--- config.mk ---
export PLATFORM = sky130hd
export DESIGN_NAME = su3r_front
export DESIGN_NICKNAME = d
export VERILOG_FILES = /design/src/su3r_pkg.sv /design/src/su3r_front.sv
export SDC_FILE = /design/constraint.sdc
export NUM_CORES = 1
export LEC_CHECK = 0
export ABC_AREA = 1
export ABC_CLOCK_PERIOD_IN_PS = 24900
export BUFFER_PORTS_ARGS = -buffer_cell sky130_fd_sc_hd__clkbuf_2
export CORE_ASPECT_RATIO = 1.4
export CORE_MARGIN = 10
export CORE_UTILIZATION = 35
export CTS_BUF_LIST = sky130_fd_sc_hd__clkbuf_4 sky130_fd_sc_hd__clkbuf_8 sky130_fd_sc_hd__clkbuf_16
export CTS_CLUSTER_DIAMETER = 60
export DETAILED_ROUTE_END_ITERATION = 7
export GPL_ROUTABILITY_DRIVEN = 0
export GPL_TIMING_DRIVEN = 0
export PLACE_DENSITY = 0.59
export SLEW_MARGIN = 20
export SYNTH_ARGS = -nofsm -noshare
export SYNTH_HDL_FRONTEND = slang
export SYNTH_SLANG_ARGS = --single-unit
--- constraint.sdc ---
create_clock -name clk -period 24.9 [get_ports clk]
set_input_delay 2.49 -clock clk [delete_from_list [all_inputs] [get_ports clk]]
set_output_delay 2.49 -clock clk [all_outputs]
set_load 0.05 [all_outputs]
--- src/su3r_pkg.sv ---
`default_nettype none
package su3r_pkg;

  localparam int W   = 32;   // word width, signed Q2.30
  localparam int VW  = 42;   // row 1 while the projection is removed
  localparam int AW  = 37;   // projection coefficient
  localparam int PW  = AW + W;
  localparam int ACW = 72;   // accumulator
  localparam int NE  = 6;    // words in one row

  localparam logic [1:0] ROW0 = 2'd0;
  localparam logic [1:0] ROW1 = 2'd1;
  localparam logic [1:0] ROW2 = 2'd2;

  localparam logic signed [W-1:0] WMAX = 32'sh7fffffff;
  localparam logic signed [W-1:0] WMIN = 32'sh80000000;

  typedef logic signed [W-1:0] word_t;

  // one matrix as it travels from the front to the back
  typedef struct packed {
    logic             r0_zero;
    word_t [NE-1:0]   r1;
    word_t [NE-1:0]   r0;
  } item_t;

  typedef enum logic [2:0] {
    ST_IDLE,
    ST_MAC,
    ST_SQRT,
    ST_DLOAD,
    ST_DIV,
    ST_RED,
    ST_EMIT
  } back_state_t;

  typedef enum logic [1:0] {
    MK_SQ,   // squared norm
    MK_PR,   // projection coefficient
    MK_UP,   // remove projection from row 1
    MK_CR    // conjugate cross product
  } mac_kind_t;

  typedef enum logic [1:0] {
    OPA_U,
    OPA_V,
    OPA_AR,
    OPA_AI
  } opa_sel_t;

endpackage
`default_nettype wire

--- src/su3r_front.sv ---
`default_nettype none
module su3r_front import su3r_pkg::*; (
  input  wire logic          clk,
  input  wire logic          rst_n,
  input  wire logic          in_tvalid,
  output logic               in_tready,
  input  wire logic [383:0]  in_tdata,
  output logic               item_valid,
  output item_t              item,
  input  wire logic          item_pop
);

  item_t      mem_r [2];
  logic       wp_r;
  logic       rp_r;
  logic [1:0] cnt_r;
  logic       push;
  item_t      wr_item;

  assign in_tready  = (cnt_r != 2'd2);
  assign push       = in_tvalid & in_tready;
  assign item_valid = (cnt_r != 2'd0);
  assign item       = mem_r[rp_r];

  // a zero row 0 needs no arithmetic at all
  always_comb begin
    wr_item.r0      = in_tdata[191:0];
    wr_item.r1      = in_tdata[383:192];
    wr_item.r0_zero = (in_tdata[191:0] == '0);
  end

  always_ff @(posedge clk) begin
    if (push) begin
      mem_r[wp_r] <= wr_item;
    end
  end

  always_ff @(posedge clk) begin
    if (!rst_n) begin
      wp_r  <= 1'b0;
      rp_r  <= 1'b0;
      cnt_r <= 2'd0;
    end else begin
      if (push) begin
        wp_r <= ~wp_r;
      end
      if (item_pop) begin
        rp_r <= ~rp_r;
      end
      cnt_r <= cnt_r + {1'b0, push} - {1'b0, item_pop};
    end
  end

endmodule
`default_nettype wire

Yosys cells after proc, flatten, opt, wreduce, memory -nomap -nowiden --
Memories as Yosys holds them, arrays and structs flattened. A register that Yosys moved wholly into a read port is not among the register bits. Cells that the tools add are included.
Word-level totals: register bits after elaboration 4, latch bits 0, memory bits (writable) 770, bits in read-only memories 0, input bits 388, output and inout bits 387, word-level logic and storage cells 16, memories kept 1
Operators by class: add/subtract/negate cells 2, multipliers 0, divide/modulo/power cells 0, $lt $le $gt $ge 0, equality and inequality tests 1, shift operators 0, muxes and demuxes 4, bitwise operators 3, reductions and logical operators 2
Memory list:
- mem_r | depth 2, width 385, rd ports 1, clocked after Yosys merged registers in 1, wr ports 1, RTL line su3r_front.sv:13 | item_t mem_r [2];
Operator list (number):
- $logic_not A192 Y1 | 1
- $mux W1 | 4
- $add A2 B1 Y2 | 1
- $ne A2 B2 Y1 const B | 1
- $not A1 Y1 | 2
- $reduce_bool A2 Y1 | 1
- $sub A2 B1 Y2 | 1
- $and A1 B1 Y1 | 1

Logic depth before layout (Yosys ltp) --
depth after elaboration 4, depth in mapped cells 9, mapped depth without buffers 9

Least setup slack after synthesis --
OpenSTA, ideal clock, no wires.
kind in2reg, start input port in_tvalid, end memory mem_r[1][0] in the netlist's numbering, enable pin, arrival time 18.562 ns, required time 23.756 ns, setup slack 5.194 ns, cell stages on the path 2, buffers on the path 0, path through nand2_1 -> nor2_1
Between the ends: longest elaborated chain between the ends 3
Ends and longest elaborated chain:
- from (decl) | RTL line su3r_front.sv:5 | input wire logic in_tvalid,
- $and A1 B1 Y1 | RTL line su3r_front.sv:21 | assign push = in_tvalid & in_tready;
- $mux W1 | RTL line su3r_front.sv:33 | if (push) begin
- $mux W1 (not written as such) | RTL line su3r_front.sv:34 | mem_r[wp_r] <= wr_item;
- to (decl) | RTL line su3r_front.sv:13
No other way between the ends.

==> reports/summary.txt <==
=================================================================================
Result of the run                                                    finished clean
Total Wirelength                                                        82,500 um
Startpoint types                                                        flip-flop
Average wire per standard cell                                            24.0 um
Most repeated library cell on the critical path                      sky130_fd_sc_hd__buf_6
Element type at the critical path end                                  output pin
Count of final max-slew check failures                                          0
Register bit total from synthesis                                             775
Post-placement cell area                                              35,000 um^2
Leading cell types in the layout, fill and taps excluded             sky130_fd_sc_hd__clkbuf_2, sky130_fd_sc_hd__edfxtp_1, sky130_fd_sc_hd__mux2_2
Worst vdd ir                                                          0.0000719 V
Number of global-route vias before repair                                  17,700
Max cap viols                                                                   0
Setup repair after global routing missed its margin                         false
Hold Crit Class                                                        reg -> reg
Crit path cell chain                                                 buf_6, buf_6, buf_6, mux2_2, clkbuf_2
Max_slew headroom                                                           0.407
Post-route clock skew                                                   0.0200 ns
IO Pins                                                                       775
Post-Synthesis Cell Area                                              29,000 um^2
Number of cell rows                                                           124
Detailed Routing Iterations Pass 1                                              5
Worst-path clk slew                                                       0.06 ns
Fraction of layout cells with a size suffix above 1                         0.578
Commonest non-fill, non-tap cell in the layout                       sky130_fd_sc_hd__clkbuf_2
Residual overflow from global routing                                           0
Power density over the cells                                         94.3 nW/um^2
Post-layout nets                                                            2,688
Die width                                                                  263 um
Nets in the synthesized netlist                                             1,799
Critical setup path kind                                               reg -> out
Clock tree root buffer cell                                          sky130_fd_sc_hd__clkbuf_16
Leakage component of the power                                            14.3 nW
Fill cell count                                                             7,173
Via density per instance                                                     4.67
Initial core utilization                                                    0.354
H-tree Lvls                                                                     3
Final min period                                                          4.76 ns
Yosys warning count                                                             0
Core area                                                             81,900 um^2
Sink Count                                                                    775
Actual transition at the worst max-transition pin                        0.883 ns
Largest incremental delay on the critical path                            0.45 ns
Cell with the largest stage delay on the worst path                  sky130_fd_sc_hd__mux2_2
Total of hold buffers inserted after clock tree synthesis                       0
Number of antenna violations at the first check in global routing              23
DRC                                                                             0
Detail Placement HPWL                                                   64,900 um
Data required, critical path                                             22.41 ns
Pin count of the biggest net entering global routing                           30
Maximum fanout encountered on the critical timing path                         10
Mean post-synth cell area                                               20.6 um^2
F_max                                                                   0.210 GHz
Final Hold Violating Endpoints                                                  0
Number of library cell types mapped by synthesis                               19
Slack of the critical path                                               20.14 ns
Share of the clock period used by the worst path after layout               0.191
Largest buffer count on any clock path                                          3
Pre-CTS setup slack                                                      19.97 ns
Die Y                                                                      361 um
Fraction of the yosys area taken by sequential cells                        0.801
Vias post-DR                                                               16,100
Syn-to-layout area delta                                                    29.8%
Arrival time at the worst endpoint                                        2.27 ns
Die area                                                              94,900 um^2
Total of cells resized after clock tree synthesis                               0
TritonCTS clock tree                                                         done
Total track usage                                                           0.168
Global-route wire length before repair                                 118,000 um
CTS Buf Count                                                                  78
Mapped Cells                                                                1,409
Count of final setup violators                                                  0
Fin area                                                              37,600 um^2
Setup bufs post-CTS                                                             0
DR iter-0 viols                                                               890
Number of antenna-violating nets in the routed design                           0
Port Buffer Count                                                             774
Source-to-sink clock delay at the later pin of the worst-skew pair        0.61 ns
=================================================================================
-- cells by family after synthesis --
logic type | share of synthesized area
flops | 0.801
mux | 0.153
simple gates | 0.0239
buf+inv | 0.0198
compound gates | 0.000518
xor+xnor | 0.000604
fa+ha+maj | 0.000863
-- sequential cells by signal, summed over array words and instances (netlist names), named ones only --
| signal | count |
|---|---|
| wp_r | 1 |
| mem_r | 770 |
| rp_r | 1 |
| cnt_r | 2 |
-- through the flow --
stage / setup TNS [ns] / power, mW / std cells / util / hold slack (ns)
finish: 0 / 3.55 / 3444 / 0.460 / 0.548
global route: 0 / 3.68 / 3440 / 0.459 / 0.592
CTS: 0 / 3.59 / 3430 / 0.459 / 0.555
detailed placement: 0 / 2.41 / 3289 / 0.427 / 0.532
global placement: -3119.49 / 2.50 / 3254 / 0.418 / 0.494
floorplan: 0 / 2.24 / 1409 / - / 0.480
-- synth_stat cells --
cell                         n  area, um^2
sky130_fd_sc_hd__a21oi_1     2        10.0
sky130_fd_sc_hd__and2_1      6        37.5
sky130_fd_sc_hd__buf_2       3        15.0
sky130_fd_sc_hd__buf_6      40         450
sky130_fd_sc_hd__dfxtp_1     5         100
sky130_fd_sc_hd__edfxtp_1  770       23100
sky130_fd_sc_hd__ha_1        2        25.0
sky130_fd_sc_hd__inv_1      29         109
sky130_fd_sc_hd__mux2_1      2        22.5
sky130_fd_sc_hd__mux2_2    353        3980
sky130_fd_sc_hd__mux2_4     30         450
sky130_fd_sc_hd__nand2_1    37         139
sky130_fd_sc_hd__nand4_1    14        87.6
sky130_fd_sc_hd__nor2_1    109         409
sky130_fd_sc_hd__nor3_1      3        15.0
sky130_fd_sc_hd__o21ai_0     1        5.00
sky130_fd_sc_hd__or2_2       1        6.26
sky130_fd_sc_hd__xnor2_1     1        8.76
sky130_fd_sc_hd__xor2_1      1        8.76
-- layout make-up --
cell class,instances,area [um^2],area share
Sequential cell,775,23200,0.617
Multi-Input combinational cell,562,5220,0.139
Tap cell,1071,1340,0.0356
Clock buffer,96,2130,0.0565
Buffer,43,465,0.0124
Timing Repair Buffer,809,4670,0.124
Clock inverter,45,468,0.0124
Inverter,29,109,0.00289
Antenna cell,14,35.0,0.000931
-- worst paths after layout --
| kind | end | depth (start not counted) | from | slack, ns |
|---|---|---|---|---|
| setup / recovery | item[189] | 5 | flip-flop | 20.14 |
| hold / removal | flip-flop | 2 | rp_r | 0.55 |
| setup reg to reg | mem_r[0][273] | 10 | cnt_r[0] | 22.07 |
| hold reg to reg | flip-flop | 2 | rp_r | 0.55 |
-- critical path, delay by kind of cell (launching register included) --
kind,cells,cell delay (ns)
buf+inv,4,0.85
mux,1,0.45
flops,1,0.33
-- metal layers --
layer | wire [um] | track usage | vias to the layer above
li1 | - | - | 7280
met5 | 85 | 0 | -
met3 | 8890 | 0.0771 | 123
met1 | 28200 | 0.169 | 8001
met2 | 43100 | 0.301 | 668
met4 | 2220 | 0.0598 | 12
-- report_power, final --
group / internal, mW / switching [mW]
Sequential: 1.58 / 0.0244
Clock: 0.680 / 0.497
Combinational: 0.215 / 0.555
Total: 2.47 / 1.08
(Power assumes the default switching activity.)
